<file path="src/design/bhd_pkg.sv">
// ----------------------------------------------------------------------------
// bhd_pkg - shared types and constants of the hex bitmap decoder
// Field widths, configuration register indexes, character codes, the command
// word passed from front to back, and the hex digit decoder.
// ----------------------------------------------------------------------------
package bhd_pkg;

	localparam int BYTE_W   = 8;
	localparam int CH_W     = 8;
	localparam int WIDTH_W  = 9;
	localparam int HEIGHT_W = 8;
	localparam int TOTAL_W  = 13;
	localparam int BIR_W    = 6;   // byte position in a row
	localparam int CNT_W    = 7;   // holds a padded stride of up to 64 bytes
	localparam int TDATA_W  = 24;

	localparam int QUEUE_DEPTH = 4;
	localparam int QPTR_W      = 2;

	localparam int CFG_IDX_W  = 1;
	localparam int CFG_DATA_W = 9;
	localparam logic [CFG_IDX_W-1:0] CFG_GLYPH_WIDTH  = 1'b0;
	localparam logic [CFG_IDX_W-1:0] CFG_GLYPH_HEIGHT = 1'b1;

	localparam logic [WIDTH_W-1:0]  WIDTH_RESET  = 9'd8;
	localparam logic [HEIGHT_W-1:0] HEIGHT_RESET = 8'd16;

	localparam logic [CH_W-1:0] CH_NEWLINE = 8'h0A;
	localparam logic [CH_W-1:0] CH_ZERO    = 8'h30;
	localparam logic [CH_W-1:0] CH_NINE    = 8'h39;
	localparam logic [CH_W-1:0] CH_UPPER_A = 8'h41;
	localparam logic [CH_W-1:0] CH_UPPER_F = 8'h46;
	localparam logic [CH_W-1:0] CH_LOWER_A = 8'h61;
	localparam logic [CH_W-1:0] CH_LOWER_F = 8'h66;

	// one command: count copies of data, flags and total only on the final one
	typedef struct packed {
		logic [CNT_W-1:0]   count;
		logic [BYTE_W-1:0]  data;
		logic               fin;
		logic               blank;
		logic               error;
		logic [TOTAL_W-1:0] total;
	} cmd_t;

	typedef struct packed {
		logic       valid;
		logic [3:0] value;
	} hex_t;

	function automatic hex_t hex_decode(logic [CH_W-1:0] c);
		hex_t r;
		r.valid = 1'b1;
		r.value = 4'd0;
		priority if (c >= CH_ZERO && c <= CH_NINE) begin
			r.value = 4'(c - CH_ZERO);
		end else if (c >= CH_UPPER_A && c <= CH_UPPER_F) begin
			r.value = 4'(c - CH_UPPER_A + 8'd10);
		end else if (c >= CH_LOWER_A && c <= CH_LOWER_F) begin
			r.value = 4'(c - CH_LOWER_A + 8'd10);
		end else begin
			r.valid = 1'b0;
		end
		return r;
	endfunction

endpackage

</file>
<file path="src/design/bdf_hex_bitmap_decoder.sv">
// ----------------------------------------------------------------------------
// bdf_hex_bitmap_decoder - glyph bitmap text to padded byte rows
// Turns the hex text of a glyph bitmap into rows of bytes at a padded stride.
// ----------------------------------------------------------------------------
// Input stream s_*: one character a cycle, tuser marks the first character of
// a glyph and clears the parse state. Output stream m_*: one byte a cycle,
// tlast on the final byte of a glyph or on an error result, tuser carries the
// blank and error flags, tdata the byte and (on the final byte) the total.
// The cfg port sets glyph width and height; write it only between glyphs.
// A result passes through the command queue and the output register. Characters
// are taken one a cycle while the four-entry command queue has room; a newline
// becomes at most one queued run of zero bytes that the sequencer sends at one
// byte a cycle while m_tready allows, so padding runs hold up the output and the
// input stalls once the queue is full. An output stall holds the result in the
// output register and backs up through the queue to s_tready.
// Reset loads width 8 and height 16, clears the parse state and empties the
// queue; no result is pending after it.
// ----------------------------------------------------------------------------
module bdf_hex_bitmap_decoder #(
	parameter int MAX_ROW_BYTES = 32,
	parameter int STRIDE_ALIGN  = 4
) (
	input  logic                             clk,
	input  logic                             arst_n,
	input  logic                             cfg_we,
	input  logic [bhd_pkg::CFG_IDX_W-1:0]    cfg_index,
	input  logic [bhd_pkg::CFG_DATA_W-1:0]   cfg_wdata,
	input  logic                             s_tvalid,
	output logic                             s_tready,
	input  logic [bhd_pkg::CH_W-1:0]         s_tdata,   // ch
	input  logic                             s_tuser,   // first
	output logic                             m_tvalid,
	input  logic                             m_tready,
	output logic [bhd_pkg::TDATA_W-1:0]      m_tdata,   // out_byte, total_bytes
	output logic                             m_tlast,
	output logic [1:0]                       m_tuser    // blank, error
);

	logic          q_full;
	logic          q_empty;
	logic          push;
	logic          pop;
	bhd_pkg::cmd_t cmd;
	bhd_pkg::cmd_t head;

	assign s_tready = !q_full;

	bhd_front #(
		.MAX_ROW_BYTES(MAX_ROW_BYTES),
		.STRIDE_ALIGN (STRIDE_ALIGN)
	) u_front (
		.clk      (clk),
		.arst_n   (arst_n),
		.cfg_we   (cfg_we),
		.cfg_index(cfg_index),
		.cfg_wdata(cfg_wdata),
		.accept   (s_tvalid && s_tready),
		.ch       (s_tdata),
		.first    (s_tuser),
		.push     (push),
		.cmd      (cmd)
	);

	bhd_queue u_queue (
		.clk      (clk),
		.arst_n   (arst_n),
		.push     (push),
		.push_data(cmd),
		.full     (q_full),
		.pop      (pop),
		.head     (head),
		.empty    (q_empty)
	);

	bhd_back u_back (
		.clk     (clk),
		.arst_n  (arst_n),
		.q_empty (q_empty),
		.head    (head),
		.pop     (pop),
		.m_tvalid(m_tvalid),
		.m_tready(m_tready),
		.m_tdata (m_tdata),
		.m_tlast (m_tlast),
		.m_tuser (m_tuser)
	);

endmodule

</file>
<file path="src/design/bhd_front.sv">
// ----------------------------------------------------------------------------
// bhd_front - character parser
// Holds the glyph geometry registers and the row parse state, takes one
// character a cycle and turns it into at most one command for the back end.
// ----------------------------------------------------------------------------
module bhd_front #(
	parameter int MAX_ROW_BYTES = 32,
	parameter int STRIDE_ALIGN  = 4
) (
	input  logic                             clk,
	input  logic                             arst_n,
	input  logic                             cfg_we,
	input  logic [bhd_pkg::CFG_IDX_W-1:0]    cfg_index,
	input  logic [bhd_pkg::CFG_DATA_W-1:0]   cfg_wdata,
	input  logic                             accept,
	input  logic [bhd_pkg::CH_W-1:0]         ch,
	input  logic                             first,
	output logic                             push,
	output bhd_pkg::cmd_t                    cmd
);

	localparam int RB_W    = $clog2(MAX_ROW_BYTES + 1);
	localparam int RB_SPAN = 2 ** RB_W;
	localparam int CW      = bhd_pkg::CNT_W;
	localparam int BW      = bhd_pkg::BIR_W;
	localparam int HW      = bhd_pkg::HEIGHT_W;
	localparam int TW      = bhd_pkg::TOTAL_W;

	logic [bhd_pkg::WIDTH_W-1:0] width_q;
	logic [HW-1:0]               height_q;
	logic [HW-1:0]               row_q;
	logic [BW-1:0]               bir_q;
	logic [3:0]                  nib_q;
	logic                        have_q;
	logic                        any_q;
	logic                        err_q;

	logic [HW-1:0] row_c, row_n;
	logic [BW-1:0] bir_c, bir_n, bir_inc;
	logic [3:0]    nib_c, nib_n;
	logic          have_c, have_n;
	logic          any_c, any_n;
	logic          err_c, err_n;

	logic [bhd_pkg::WIDTH_W:0] width_sum;
	logic [CW-1:0]             rb_raw;
	logic [RB_W-1:0]           rb;
	logic [CW-1:0]             stride_tab [RB_SPAN];
	logic [CW-1:0]             stride;
	logic [HW+CW-1:0]          product;
	logic [TW-1:0]             total;
	logic                      idle;
	logic                      last_row;
	logic [CW-1:0]             bir_ext;
	logic [CW-1:0]             remaining;
	bhd_pkg::hex_t             hex;
	logic [7:0]                value;
	logic                      any_byte;
	logic                      fin_byte;

	// padded stride for every row byte count
	for (genvar g = 0; g < RB_SPAN; g++) begin : g_stride
		assign stride_tab[g] = CW'(((g + STRIDE_ALIGN - 1) / STRIDE_ALIGN) * STRIDE_ALIGN);
	end

	always_comb begin
		width_sum = {1'b0, width_q} + 10'd7;
		rb_raw    = CW'(width_sum >> 3);
		priority if (rb_raw == '0) begin
			rb = RB_W'(1);
		end else if (rb_raw > CW'(MAX_ROW_BYTES)) begin
			rb = RB_W'(MAX_ROW_BYTES);
		end else begin
			rb = RB_W'(rb_raw);
		end
		stride  = stride_tab[rb];
		product = height_q * stride;
		total   = product[TW-1:0];
	end

	// a first character clears the parse state before it is handled
	always_comb begin
		row_c  = first ? '0 : row_q;
		bir_c  = first ? '0 : bir_q;
		nib_c  = first ? '0 : nib_q;
		have_c = first ? 1'b0 : have_q;
		any_c  = first ? 1'b0 : any_q;
		err_c  = first ? 1'b0 : err_q;

		idle      = err_c || (row_c >= height_q);
		last_row  = ({1'b0, row_c} + 9'd1) == {1'b0, height_q};
		bir_ext   = {1'b0, bir_c};
		remaining = (bir_ext < stride) ? stride - bir_ext : '0;
		bir_inc   = bir_c + BW'(1);
		hex       = bhd_pkg::hex_decode(ch);
		value     = {nib_c, hex.value};
		any_byte  = any_c || (value != 8'h00);
		fin_byte  = last_row && ({1'b0, bir_inc} >= stride);

		row_n  = row_c;
		bir_n  = bir_c;
		nib_n  = nib_c;
		have_n = have_c;
		any_n  = any_c;
		err_n  = err_c;

		push      = 1'b0;
		cmd.count = CW'(1);
		cmd.data  = '0;
		cmd.fin   = 1'b0;
		cmd.blank = 1'b0;
		cmd.error = 1'b0;
		cmd.total = '0;

		if (accept && !idle) begin
			priority if (ch == bhd_pkg::CH_NEWLINE && have_c) begin
				// odd digit count
				err_n     = 1'b1;
				have_n    = 1'b0;
				push      = 1'b1;
				cmd.fin   = 1'b1;
				cmd.error = 1'b1;
			end else if (ch == bhd_pkg::CH_NEWLINE) begin
				push      = (remaining != '0);
				cmd.count = remaining;
				cmd.fin   = last_row;
				cmd.blank = last_row && !any_c;
				cmd.total = last_row ? total : '0;
				row_n     = row_c + HW'(1);
				bir_n     = '0;
			end else if (bir_ext >= CW'(rb)) begin
				// extra characters past the row width are skipped
			end else if (!hex.valid) begin
				err_n     = 1'b1;
				have_n    = 1'b0;
				push      = 1'b1;
				cmd.fin   = 1'b1;
				cmd.error = 1'b1;
			end else if (!have_c) begin
				nib_n  = hex.value;
				have_n = 1'b1;
			end else begin
				have_n    = 1'b0;
				any_n     = any_byte;
				push      = 1'b1;
				cmd.data  = value;
				cmd.fin   = fin_byte;
				cmd.blank = fin_byte && !any_byte;
				cmd.total = fin_byte ? total : '0;
				row_n     = fin_byte ? row_c + HW'(1) : row_c;
				bir_n     = fin_byte ? '0 : bir_inc;
			end
		end
	end

	always_ff @(posedge clk or negedge arst_n) begin
		if (!arst_n) begin
			width_q  <= bhd_pkg::WIDTH_RESET;
			height_q <= bhd_pkg::HEIGHT_RESET;
			row_q    <= '0;
			bir_q    <= '0;
			nib_q    <= '0;
			have_q   <= 1'b0;
			any_q    <= 1'b0;
			err_q    <= 1'b0;
		end else begin
			if (cfg_we) begin
				unique case (cfg_index)
					bhd_pkg::CFG_GLYPH_WIDTH: width_q <= cfg_wdata;
					bhd_pkg::CFG_GLYPH_HEIGHT: height_q <= cfg_wdata[HW-1:0];
				endcase
			end
			if (accept) begin
				row_q  <= row_n;
				bir_q  <= bir_n;
				nib_q  <= nib_n;
				have_q <= have_n;
				any_q  <= any_n;
				err_q  <= err_n;
			end
		end
	end

endmodule

</file>
<file path="src/design/bhd_queue.sv">
// ----------------------------------------------------------------------------
// bhd_queue - command queue
// Short first-in first-out buffer between the parser and the output sequencer.
// ----------------------------------------------------------------------------
module bhd_queue (
	input  logic          clk,
	input  logic          arst_n,
	input  logic          push,
	input  bhd_pkg::cmd_t push_data,
	output logic          full,
	input  logic          pop,
	output bhd_pkg::cmd_t head,
	output logic          empty
);

	localparam int PW = bhd_pkg::QPTR_W;

	bhd_pkg::cmd_t    mem_q [bhd_pkg::QUEUE_DEPTH];
	logic [PW-1:0]    wr_ptr_q;
	logic [PW-1:0]    rd_ptr_q;
	logic [PW:0]      fill_q;

	assign full  = (fill_q == (PW + 1)'(bhd_pkg::QUEUE_DEPTH));
	assign empty = (fill_q == '0);
	assign head  = mem_q[rd_ptr_q];

	always_ff @(posedge clk) begin
		if (push) begin
			mem_q[wr_ptr_q] <= push_data;
		end
	end

	always_ff @(posedge clk or negedge arst_n) begin
		if (!arst_n) begin
			wr_ptr_q <= '0;
			rd_ptr_q <= '0;
			fill_q   <= '0;
		end else begin
			if (push) begin
				wr_ptr_q <= wr_ptr_q + PW'(1);
			end
			if (pop) begin
				rd_ptr_q <= rd_ptr_q + PW'(1);
			end
			unique case ({push, pop})
				2'b10: fill_q <= fill_q + (PW + 1)'(1);
				2'b01: fill_q <= fill_q - (PW + 1)'(1);
				default: fill_q <= fill_q;
			endcase
		end
	end

`ifndef ASSERT_OFF
	a_no_push_full: assert property (@(posedge clk) disable iff (!arst_n) push |-> !full)
		else $error("queue written while full");
	a_no_pop_empty: assert property (@(posedge clk) disable iff (!arst_n) pop |-> !empty)
		else $error("queue read while empty");
`endif

endmodule

</file>
<file path="src/design/bhd_back.sv">
// ----------------------------------------------------------------------------
// bhd_back - output sequencer
// Expands each queued command into its run of bytes and drives the output
// register of the result stream.
// ----------------------------------------------------------------------------
module bhd_back (
	input  logic                           clk,
	input  logic                           arst_n,
	input  logic                           q_empty,
	input  bhd_pkg::cmd_t                  head,
	output logic                           pop,
	output logic                           m_tvalid,
	input  logic                           m_tready,
	output logic [bhd_pkg::TDATA_W-1:0]    m_tdata,   // out_byte, total_bytes
	output logic                           m_tlast,
	output logic [1:0]                     m_tuser    // blank, error
);

	localparam int CW = bhd_pkg::CNT_W;
	localparam int PAD_W = bhd_pkg::TDATA_W - bhd_pkg::BYTE_W - bhd_pkg::TOTAL_W;

	logic [CW-1:0] cnt_q;
	logic          load;
	logic          final_item;

	assign load       = !q_empty && (!m_tvalid || m_tready);
	assign final_item = (cnt_q + CW'(1)) >= head.count;
	assign pop        = load && final_item;

	always_ff @(posedge clk or negedge arst_n) begin
		if (!arst_n) begin
			cnt_q    <= '0;
			m_tvalid <= 1'b0;
		end else begin
			if (load) begin
				cnt_q <= final_item ? '0 : cnt_q + CW'(1);
			end
			if (load) begin
				m_tvalid <= 1'b1;
			end else if (m_tready) begin
				m_tvalid <= 1'b0;
			end
		end
	end

	// flags and total ride only on the last byte of a run
	always_ff @(posedge clk) begin
		if (load) begin
			m_tdata <= {PAD_W'(0), (final_item ? head.total : '0), head.data};
			m_tlast <= final_item && head.fin;
			m_tuser <= {final_item && head.error, final_item && head.blank};
		end
	end

`ifndef ASSERT_OFF
	a_error_is_last: assert property (@(posedge clk) disable iff (!arst_n)
		(m_tvalid && m_tuser[1]) |-> m_tlast)
		else $error("error result without last");
	a_run_has_cmd: assert property (@(posedge clk) disable iff (!arst_n)
		(cnt_q != '0) |-> !q_empty)
		else $error("run in progress with no command queued");
`endif

endmodule

</file>
<file path="config.mk">
export PLATFORM = sky130hd
export DESIGN_NAME = bdf_hex_bitmap_decoder
export DESIGN_NICKNAME = d
export VERILOG_FILES = /design/src/design/bhd_pkg.sv /design/src/design/bdf_hex_bitmap_decoder.sv /design/src/design/bhd_front.sv /design/src/design/bhd_queue.sv /design/src/design/bhd_back.sv
export SDC_FILE = /design/constraint.sdc
export NUM_CORES = 1
export LEC_CHECK = 0
export ABC_AREA = 1
export BUFFER_PORTS_ARGS = -buffer_cell sky130_fd_sc_hd__buf_2
export CORE_MARGIN = 3
export CORE_UTILIZATION = 60
export DETAILED_ROUTE_END_ITERATION = 12
export PLACE_DENSITY = 0.87
export SLEW_MARGIN = 30
export SYNTH_ARGS = -nofsm -noshare
export SYNTH_HDL_FRONTEND = slang
export SYNTH_SLANG_ARGS = --single-unit
</file>
<file path="constraint.sdc">
create_clock -name clk -period 11.13 [get_ports clk]
set_input_delay 1.113 -clock clk [delete_from_list [all_inputs] [get_ports clk]]
set_output_delay 1.113 -clock clk [all_outputs]
set_load 0.01 [all_outputs]
</file>
# Word-level counts from Yosys, hierarchy flattened
# Memory sizes are Yosys's and may differ from the RTL's.
# Cells that the tools add are included.
[word_totals] ff_bits=77 latch_bits=0 ramBits=124 romBits=448 inputBits=24 out_inout_bits=29 word_cells=173 memories=2
[memory_table] name="(name not given)" words=64 width=7 rd=1 rd_ports_with_merged_regs=0 write_ports=0 line_no="bhd_front.sv:76" rtl="stride = stride_tab[rb];"
[memory_table] name="u_queue.mem_q" words=4 width=31 rd=1 rd_ports_with_merged_regs=0 write_ports=1 line_no="bhd_queue.sv:18" rtl="bhd_pkg::cmd_t mem_q [bhd_pkg::QUEUE_DEPTH];"
[op_classes] addsub=15 multipliers=1 div=0 order_cmp=13 eq_ne=5 shift=0 mux=87 bitwise=2 n_reduce_logical=31
[op_table] op="$mux 8" count=10
[op_table] op="$mux 13" count=6
[op_table] op="$mux 6" count=10
[op_table] op="$mux 1" count=40
[op_table] op="$mux 4" count=10
[op_table] op="$mux 7" count=5
[op_table] op="$mux 31" count=1
[op_table] op="$mux 24" count=1
[op_table] op="$ge 8x7->1 const B" count=2
[op_table] op="$le 8x7->1 const B" count=2
[op_table] op="$mux 15" count=1
[op_table] op="$logic_and 1x1->1" count=14
[op_table] op="$mul 8x7->13" count=1
[op_table] op="$sub 4x1->4 const B" count=3
[op_table] op="$add 9x3->10 const B" count=1
[op_table] op="$mux 10" count=1
[op_table] op="$add 8x1->9 const B" count=1
[op_table] op="$eq 9x8->1" count=1
[op_table] op="$add 4x4->4 const B" count=2
[op_table] op="$add 8x1->8 const B" count=1
[op_table] op="$eq 8x4->1 const B" count=1
[op_table] op="$ge 8x6->1 const B" count=1
[op_table] op="$ge 8x8->1" count=1
[op_table] op="$le 8x6->1 const B" count=1
[op_table] op="27 further kinds" count=37

# Depth between registers and ports, before layout
# Gate-level depths: netlist (run 1).
[depth] word_depth=17 ltp_mapped=32 ltp_nobuf=32

# Hierarchy
# Synthesis (run 1) repeated with hierarchy kept, for this count alone.
[unflattened] cells_unflattened=1323 area_unflattened_um2=12100.4
[by_module_without_submodules] module="bhd_queue" n_inst=1 cells_per_inst=410 area_per_inst_um2=5481.5 seq_area_each_um2=3898.7
[by_module_without_submodules] module="bhd_front" n_inst=1 cells_per_inst=744 area_per_inst_um2=4953.5 seq_area_each_um2=953.4
[by_module_without_submodules] module="bhd_back" n_inst=1 cells_per_inst=166 area_per_inst_um2=1651.6 seq_area_each_um2=920.9
[by_module_without_submodules] module="bdf_hex_bitmap_decoder" n_inst=1 cells_per_inst=3 area_per_inst_um2=13.8 seq_area_each_um2=0.0

# Worst setup path after synthesis (run 1)
# OpenSTA, ideal clock, no wires.
[synth_timing] kind="register to register" from="reg u_front.width_q[3] (netlist bit)" to="mem u_queue.mem_q[0][12] (netlist bit), data pin" setup_ns=0.179 arrival_time_ns=5.171 required_time_ns=10.951 path_slack_ns=5.779 path_stages_with_launch=31 n_path_buf=0 synth_period_minus_slack_ns=5.351 cell_sequence="dfstp_2 -> nand2_1 -> a21oi_1 -> nand2_1 -> inv_1 -> nor2_1 -> nor2_1 -> nand3_1 -> nand3_1 -> nand2_1 -> o21ai_0 -> nand2_2 -> inv_1 -> nand2_1 -> fa_1 -> fa_1 -> inv_1 -> fa_1 -> ha_1 -> ha_1 -> inv_1 -> fa_1 -> nor2_1 -> nor2_1 -> o21bai_1 -> nand2_1 -> nand2_1 -> a21oi_1 -> xor2_1 -> nand3_1 -> a21oi_1"
[synth_lines] item="start: declaration" line_no="bhd_front.sv:29" rtl="logic [bhd_pkg::WIDTH_W-1:0] width_q;"
[synth_lines] item="start signal: assignment" line_no="bhd_front.sv:158" rtl="width_q <= bhd_pkg::WIDTH_RESET;"
[synth_lines] item="start signal: assignment" line_no="bhd_front.sv:169" rtl="bhd_pkg::CFG_GLYPH_WIDTH: width_q <= cfg_wdata;"
[synth_lines] item="end: declaration" line_no="bhd_queue.sv:18"

==> results of run 1 <==
[metal layers]
layer,routed length [um],track usage,vias up,share of wire
met4,782,0.107,0,0.031
met1,10200,0.321,4197,0.40
met2,12700,0.446,382,0.50
met5,0,0,-,0
li1,-,-,4164,-
met3,1640,0.0420,66,0.065
[stage by stage]
step	power, mW	utilization	cell area (sq um)
3_5_place_dp	2.17	0.641	11600
6_report	2.82	0.674	12200
4_1_cts	2.81	0.674	12200
5_1_grt	3.01	0.674	12200
2_1_floorplan	1.86	-	11200
3_3_place_gp	2.12	0.641	11600
[layout by cell type, fill, tap and decap left out, types with 6 or more instances in the layout]
master | synthesis | layout
ha_1 | 69 | 69
a32o_1 | 6 | 6
a21oi_1 | 89 | 89
buf_2 | 3 | 47
clkbuf_16 | 0 | 17
fa_1 | 19 | 19
xor2_1 | 17 | 17
nor2_2 | 6 | 10
nand2_2 | 10 | 10
a221o_1 | 14 | 14
nor3_1 | 10 | 10
nand3_1 | 55 | 55
nor2_1 | 151 | 147
edfxtp_1 | 138 | 138
conb_1 | 2 | 11
o21ai_0 | 80 | 80
inv_1 | 174 | 174
buf_4 | 6 | 9
o22ai_1 | 12 | 12
dfrtp_1 | 51 | 51
nand2_1 | 208 | 208
nand4_1 | 17 | 17
[final cells by class]
cell class	instances	area [sq um]	share of cell area
Clock buffer	17	425	0.0349
Clock inverter	15	178	0.0146
Inverter	181	679	0.0557
Multi-Input combinational cell	817	4850	0.398
Sequential cell	191	5470	0.449
Tap cell	229	287	0.0235
Timing Repair Buffer	56	303	0.0248
[synthesized netlist by cell type, types with 4 or more instances]
cell type / n
ha_1: 69
a221o_1: 14
dfrtp_1: 51
o22ai_1: 12
nor2_1: 151
o211ai_1: 4
buf_4: 6
a32o_1: 6
o21ai_0: 80
fa_1: 19
edfxtp_1: 138
a21oi_1: 89
nor2_2: 6
inv_1: 174
inv_2: 4
clkbuf_1: 26
nand2_1: 208
nor3_1: 10
nand2_2: 10
xor2_1: 17
xnor2_1: 5
nand4_1: 17
nand3_1: 55
[sequential cells by signal, summed over array words and instances (netlist names)]
register,flops
u_back.m_tvalid,1
u_back.m_tuser,2
u_back.cnt_q,7
u_queue.wr_ptr_q,2
u_queue.rd_ptr_q,2
u_front.any_q,1
u_front.bir_q,6
u_front.have_q,1
u_front.row_q,8
u_back.m_tlast,1
u_queue.fill_q,3
u_queue.mem_q,116
u_front.nib_q,4
u_front.height_q,8
u_front.width_q,9
u_back.m_tdata,19
u_front.err_q,1
[cell families after synthesis]
logic type	Yosys count	share of synthesized area
other	2	0.000675
adder cells (fa/ha/maj)	88	0.112
AND/OR/NAND/NOR	477	0.186
flip-flops	191	0.492
AO/OA/AOI/OAI	218	0.113
XOR/XNOR	23	0.0188
buffers and inverters	219	0.0776
[worst paths after layout]
kind / from / to / slack (ns) / cells after the start
worst max-delay path: u_front.width_q[3]$_DFFE_PN1P_ / u_queue.mem_q[3][12]$_DFFE_PP_ / 4.97 / 30
worst min-delay path: u_queue.fill_q[0]$_DFFE_PN0P_ / u_queue.fill_q[0]$_DFFE_PN0P_ / 0.48 / 1
worst max register to register: u_front.width_q[3]$_DFFE_PN1P_ / u_queue.mem_q[3][12]$_DFFE_PP_ / 4.97 / 30
worst min register to register: u_queue.fill_q[0]$_DFFE_PN0P_ / u_queue.fill_q[0]$_DFFE_PN0P_ / 0.48 / 1
max in group asynchronous: arst_n / u_front.height_q[2]$_DFFE_PN0P_ / 9.83 / 2
min in group asynchronous: arst_n / u_back.cnt_q[4]$_DFFE_PN0P_ / 0.80 / 2
[critical path: cells and delay by family, from the launching register on]
kind	cells	cell delay [ns]
AOI/OAI and AO/OA	5	1.02
xor gates and xnor gates	1	0.20
adders and majority gates	6	2.35
buffers and inverters	4	0.33
DFF	1	0.57
and+or+nand+nor	14	1.41
[where the power goes]
part	switching [mW]	internal (mW)	total, mW
clock	0.292	0.340	0.631
sequential	0.0923	0.943	1.03
combinational	0.768	0.382	1.15
total	1.15	1.66	2.82
==> flow_summary.toml, run 1 <==
[clock_network]
clock-root-buffer = "clkbuf_16"
insertion_delay_ns = 0.44
path_clk_slew_ns = 0.07
cts_tree = "done"
cts_buffers = 17
hold_buffers = 0
htree_levels = 4
cts_setup_buffers = 0
post_cts_resized = 0
clock_path_buffers = 2
cts.sinks = 191

[global_route]
track_usage = 0.257
grt_pass1_vias = 8515
gr-total-overflow = 0
grt_pass1_wl_mm = 41.3
grt_antenna_before_repair = 0
grt_max_degree = 61

[critical_path]
arrival_ns = 6.36
crit_required_ns = 11.33
slowest_delay_ns = 0.57
path_class = "flip-flop to flip-flop"
critPathLaunchType = "flip-flop"
crit_fanout = 8
crit_top_cell = "nand2_1"
crit_slowest_cell = "dfstp_2"
worstSetupEndpointType = "flip-flop"

[floorplan]
start_util = 0.615
io_pins = 53
num_rows = 49
die_w_um = 142
die-area_sq_mm = 0.0202
die_y_um = 142
fp.coreArea_sq_mm = 0.0181

[sta]
hold_ws_ns = 0.485
period_needed_ns = 6.16
finalSetupTns_ns = 0
slew_viol_final = 0
finalHoldViolCount = 0
rsz0062_at_grt = "no"
worst_pin_slew_ns = 1.00
clock_skew_ns = 0.0134
post-route-period-util = 0.553
layout_setup_ws_ns = 4.97
setup-violations-final = 0
timing.fmax_mhz = 162
slew_headroom = 0.330

[detailed_routing]
avgRoutedWirePerCell_um = 16.8
postRouteAntennaNets = 0
firstDrtPassIters = 5
drt_iter0_drc = 856
via_per_inst = 5.85
drc_errors = 0
wirelength_mm = 25.2
dr_total_vias = 8809

[run]
drv_cap = 0

[placed_design]
place_inst = 1474
gp_congestion = 0.947
port_buffers = 47
pre_cts_ws_ns = 5.21
dp_hpwl_mm = 17.2

[cells_and_area]
n_fill_cell = 1331
instances_no_fill = 1506
syn_to_final_growth_pct = 9.59
n_antenna_cell = 0
finalNetCount = 1376
drive_gt1_frac = 0.0987

[power]
p_per_area_mw_per_mm2 = 231
leakage_nw = 5.53
ir_worst_vdd_uv = 149

[logic_synthesis]
async_reset_ff_frac = 0.277
netlist_area_sq_mm = 0.0111
ys_warn_count = 0
synthTopCellsByArea = "edfxtp_1, dfrtp_1, ha_1"
synth_edf_count = 138
avgSynthCellArea_sq_um = 9.13
synth_seq_cells = 191
synth_ff_type = "edfxtp_1"
yosysSeqAreaShare = 0.492
synth.top_cell.area_share = 0.373
yosysUniqueCellTypes = 51
synth_top_area_cell = "edfxtp_1"
synthCells = 1218

[status]
outcome = "complete, no violations"

[hold_path]
hp-class = "flip-flop to flip-flop"
No activity file was read; power rests on OpenSTA's default activity.
==> inputs of run 2 (changes only) <==
- ABC_AREA: 1 -> 0
- CORE_UTILIZATION: 60 -> 56
- PLACE_DENSITY: 0.87 -> 0.86
- clock period: 11.13 -> 5.25 ns (I/O delays scaled with it)
==> run 2 against run 1 <==
Effect of this change:
- worst hold slack lost 0.26 ns
- critical path depth shrank 9
- routed wire length decreased by 14%
- highest routed layer unchanged
==> flow_summary.toml, run 2 <==
[logic_synthesis]
synth_top_area_cell = "edfxtp_1"
synth_ff_type = "edfxtp_1"
async_reset_ff_frac = 0.277
netlist_area_sq_mm = 0.0107
synth_seq_cells = 191
synthTopCellsByArea = "edfxtp_1, dfrtp_1, ha_1"
yosysMostFrequentCell = "edfxtp_1"
yosysSeqAreaShare = 0.513
synthCells = 860
synth.top_cell.area_share = 0.389
ys_top_cells_by_count = "edfxtp_1, ha_1, inv_1, nand2_1, nor2_1"
avgSynthCellArea_sq_um = 12.4
synth_edf_count = 138
yosysUniqueCellTypes = 73
ys_warn_count = 0

[clock_network]
cts_buffers = 17
path_clk_slew_ns = 0.08
clock-root-buffer = "clkbuf_16"
cts.sinks = 191
htree_levels = 4
clock_path_buffers = 2
hold_buffers = 0
cts_tree = "done"
insertion_delay_ns = 0.44

[cells_and_area]
syn_to_final_growth_pct = 11.6
n_antenna_cell = 0
n_fill_cell = 1274
top_register = "u_queue.mem_q"
drive_gt1_frac = 0.186
finalNetCount = 1034
largest_reg_flops = 116
utilization = 0.649
final_common_cell = "edfxtp_1"
layout_common_cells = "edfxtp_1, ha_1, inv_1"
largestRegisters = "u_queue.mem_q (116), u_back.m_tdata (19), u_front.width_q (9)"
instances_no_fill = 1164

[floorplan]
die_y_um = 144
die_w_um = 144
fp.coreArea_sq_mm = 0.0183
io_pins = 53
num_rows = 49
die-area_sq_mm = 0.0207
start_util = 0.581

[sta]
slew_headroom = 0.375
post-route-period-util = 0.940
period_needed_ns = 4.94
setup-violations-final = 0
finalHoldViolCount = 0
worst_pin_slew_ns = 0.931
slew_viol_final = 0
clock_skew_ns = 0.0121
finalSetupTns_ns = 0
rsz0062_at_grt = "no"
hold_ws_ns = 0.222
timing.fmax_mhz = 203

[power]
p_per_area_mw_per_mm2 = 444
leakage_nw = 4.89
ir_worst_vdd_uv = 258
finalPower_mw = 5.28

[detailed_routing]
avgRoutedWirePerCell_um = 18.6
drt_iter0_drc = 497
drc_errors = 0
via_per_inst = 5.98
wirelength_mm = 21.6
dr_total_vias = 6960
firstDrtPassIters = 5
postRouteAntennaNets = 0

[critical_path]
r2r_cells = 21
r2r-start = "u_front.width_q[2]$_DFFE_PN0P_"
r2r_setup_slack_ns = 0.31
path_class = "flip-flop to flip-flop"
crit_required_ns = 5.43
arrival_ns = 5.11
crit_fanout = 6
worstSetupEndpointType = "flip-flop"
critPathLaunchType = "flip-flop"
crit_start = "u_front.width_q[2]$_DFFE_PN0P_"
crit_end = "u_queue.mem_q[0][12]$_DFFE_PP_"
r2r_end = "u_queue.mem_q[0][12]$_DFFE_PP_"

[placed_design]
port_buffers = 47
place_inst = 1130
gp_congestion = 0.901
dp_hpwl_mm = 15.3

[global_route]
grt_pass1_vias = 6872
grt_max_degree = 54
track_usage = 0.220
grt_pass1_wl_mm = 35.4
gr-total-overflow = 0
grt_antenna_before_repair = 0

[status]
outcome = "complete, no violations"

[run]
drv_cap = 0

[hold_path]
hp-class = "input port to async pin"
run 2: critical path, stage by stage, from the launching register on:
cell	delay (ns)
dfrtp_1	0.43
nor4_4	0.32
nand2b_1	0.18
nand3_1	0.13
xor2_1	0.18
nor2_2	0.07
inv_2	0.12
nor2_1	0.06
fa_1	0.48
inv_1	0.05
fa_1	0.53
inv_1	0.05
fa_1	0.47
ha_1	0.32
ha_1	0.33
nor2b_1	0.15
o21ai_0	0.14
nand2b_1	0.10
a21o_1	0.19
a21oi_2	0.15
xnor2_1	0.14
nor2_2	0.07
run 2: worst min path at each step:
stage                                      from                               to  slack (ns)  depth (start not counted)
floorplan                                arst_n      u_back.cnt_q[0]$_DFFE_PN0P_        0.23                          0
global placement    u_back.m_tvalid$_DFFE_PN0P_      u_back.m_tvalid$_DFFE_PN0P_        0.48                          2
detailed placement  u_back.m_tvalid$_DFFE_PN0P_      u_back.m_tvalid$_DFFE_PN0P_        0.48                          2
CTS                                      arst_n      u_back.cnt_q[6]$_DFFE_PN0P_        0.24                          2
global route                             arst_n      u_back.cnt_q[4]$_DFFE_PN0P_        0.26                          2
finish                                   arst_n  u_queue.rd_ptr_q[1]$_DFFE_PN0P_        0.22                          2
run 2: power breakdown:
part / internal, mW / total, mW / switching, mW
sequential: 1.93 / 2.11 / 0.185
combinational: 0.842 / 1.87 / 1.03
clock: 0.648 / 1.30 / 0.647
total: 3.42 / 5.28 / 1.86
run 2: routing by layer:
metal  routed length [um]  vias up  global-route usage
met2                10600      244               0.358
li1                     -     3250                   -
met4                  477        0              0.0738
met1                 9410     3423               0.298
met5                    0        -                   0
met3                 1160       43              0.0469
run 2: what timing repair did:
action / in CTS / in global routing
setup buffers: 0 / 2
setup endpoints to repair: 0 / 13
resized for setup: 0 / 8
run 2: layout make-up:
| class | count | area, sq um | area share |
|---|---|---|---|
| well taps | 229 | 287 | 0.0241 |
| flip-flops and latches | 191 | 5470 | 0.460 |
| clock buffers | 17 | 425 | 0.0358 |
| multi-input cells | 580 | 4890 | 0.411 |
| repair buffers | 67 | 385 | 0.0324 |
| inverters | 65 | 244 | 0.0205 |
| clock inverters | 15 | 188 | 0.0158 |
run 2: through the flow:
stage               cell area, sq um  worst slack [ns]
global placement               11200             0.253
global route                   11900            0.0303
finish                         11900             0.313
CTS                            11800            0.0415
detailed placement             11200            0.0720
floorplan                      10700            -0.249
run 2: logic make-up after synthesis:
group,after synthesis,share of synthesized area
other,2,0.000705
buffers and inverters,98,0.0376
AOI/OAI and AO/OA,131,0.0884
DFF,191,0.513
and+or+nand+nor,262,0.127
muxes,50,0.0832
xor gates and xnor gates,38,0.0325
adders and majority gates,88,0.117
==> inputs of run 3 (changes only) <==
- ABC_AREA: 0 -> unset
- CORE_UTILIZATION: 56 -> 60
- PLACE_DENSITY: 0.86 -> 0.87
- clock period: 5.25 -> 6.25 ns (I/O delays scaled with it)
==> run 3 against run 2 <==
Effect of this change:
- combinational power decreased by 16%
- global-route usage increased by 2.9 points
- sequential share of layout area grew 0.28 points
- non-clock buffer count is 7 lower
- power is 14% lower
- maximum frequency down 8.6%
- critical path depth shrank 3
- register-to-register slack gained 0.54 ns
- flip-flop and latch count is the same
- core utilization increased by 3.2 points
- largest cell class unchanged
==> flow_summary.toml, run 3 (synthesis results as in run 2) <==
[critical_path]
crit_chain = "nor4_1 > nand2b_1 > nand3_1 > xor2_1 > nor2_1 > inv_1 > nor2_1 > fa_1 > fa_1 > fa_1 > ha_1 > ha_1 > a21o_1 > a21o_1 > a21o_1 > a21oi_1 > xor2_1 > nor2_1"
critPathLaunchType = "flip-flop"
cp_top_family = "adder cells"
r2r_end = "u_queue.mem_q[1][11]$_DFFE_PP_"
slowest_delay_ns = 0.52
r2r-start = "u_front.width_q[1]$_DFFE_PN0P_"
r2r_setup_slack_ns = 0.85
crit_fanout = 6
crit_slowest_cell = "fa_1"
cp_num_buf_inv = 1
path_class = "flip-flop to flip-flop"
crit_required_ns = 6.41
arrival_ns = 5.56
crit_start = "u_front.width_q[1]$_DFFE_PN0P_"
worstSetupEndpointType = "flip-flop"
r2r_cells = 18

[detailed_routing]
dr_total_vias = 7093
avgRoutedWirePerCell_um = 20.1
postRouteAntennaNets = 0
drc_errors = 0
via_per_inst = 6.15
firstDrtPassIters = 5
drt_iter0_drc = 531
wirelength_mm = 23.2

[floorplan]
start_util = 0.614
die-area_sq_mm = 0.0194
die_w_um = 139
die_y_um = 139
fp.coreArea_sq_mm = 0.0174
io_pins = 53
num_rows = 48

[clock_network]
clock_path_buffers = 2
clock-root-buffer = "clkbuf_16"
post_cts_resized = 0
htree_levels = 4
cts_buffers = 17
insertion_delay_ns = 0.44
hold_buffers = 0
cts.sinks = 191
path_clk_slew_ns = 0.07
cts_setup_buffers = 0
cts_tree = "done"

[cells_and_area]
syn_to_final_growth_pct = 10.9
drive_gt1_frac = 0.176
top_register = "u_queue.mem_q"
instances_no_fill = 1153
n_fill_cell = 1169
final_common_cell = "edfxtp_1"
finalNetCount = 1027
n_antenna_cell = 0
largestRegisters = "u_queue.mem_q (116), u_back.m_tdata (19), u_front.width_q (9)"
layout_common_cells = "edfxtp_1, ha_1, inv_1"
largest_reg_flops = 116

[power]
ir_worst_vdd_uv = 306
leakage_nw = 4.87
finalPower_mw = 4.53
p_per_area_mw_per_mm2 = 383

[hold_path]
hp-class = "input port to async pin"

[placed_design]
dp_hpwl_mm = 15.8
gp_congestion = 0.905
place_inst = 1121
port_buffers = 47
pre_cts_ws_ns = 0.874

[sta]
slew_viol_final = 0
slew_headroom = 0.376
layout_setup_ws_ns = 0.850
timing.fmax_mhz = 185
rsz0062_at_grt = "no"
finalSetupTns_ns = 0
clock_skew_ns = 0.0113
period_needed_ns = 5.40
post-route-period-util = 0.864
finalHoldViolCount = 0
worst_pin_slew_ns = 0.933
setup-violations-final = 0

[run]
drv_cap = 0

[global_route]
grt_pass1_vias = 7280
grt_antenna_before_repair = 0
grt_pass1_wl_mm = 38.4
gr-total-overflow = 0
track_usage = 0.250
grt_max_degree = 54

[status]
outcome = "complete, no violations"
run 3: cell type report:
class / count / area [sq um] / area share
Clock inverter: 14 / 195 / 0.0165
Timing Repair Buffer: 60 / 333 / 0.0281
Tap cell: 225 / 282 / 0.0238
Inverter: 65 / 244 / 0.0206
Sequential cell: 191 / 5470 / 0.463
Multi-Input combinational cell: 580 / 4860 / 0.411
Clock buffer: 18 / 439 / 0.0371
run 3: layer usage:
metal	vias up	GRT usage	wire length [um]
li1	3237	-	-
met1	3484	0.318	9250
met2	306	0.428	11900
met3	66	0.0426	1290
met4	0	0.101	767
met5	-	0	0
run 3: per-stage QoR:
| stage | hold WS [ns] | cell area (sq um) | utilization |
|---|---|---|---|
| detailed placement | 0.485 | 11200 | 0.644 |
| global placement | 0.474 | 11200 | 0.644 |
| CTS | 0.324 | 11800 | 0.680 |
| floorplan | 0.329 | 10700 | - |
| global route | 0.360 | 11800 | 0.681 |
| finish | 0.302 | 11800 | 0.681 |
run 3: worst max-delay path by stage:
stage                                          end  cells after the start
detailed placement  u_queue.mem_q[3][11]$_DFFE_PP_                     18
CTS                 u_queue.mem_q[1][11]$_DFFE_PP_                     18
finish              u_queue.mem_q[1][11]$_DFFE_PP_                     18
global route        u_queue.mem_q[1][12]$_DFFE_PP_                     20
floorplan           u_queue.mem_q[0][10]$_DFFE_PP_                     11
global placement    u_queue.mem_q[0][12]$_DFFE_PP_                     20
run 3: report_power, final:
part | internal [mW] | switching [mW] | leakage (nW) | total, mW
logic | 0.692 | 0.888 | 2.54 | 1.58
registers | 1.62 | 0.167 | 2.03 | 1.79
clock network | 0.656 | 0.505 | 0.306 | 1.16
total | 2.97 | 1.56 | 4.87 | 4.53
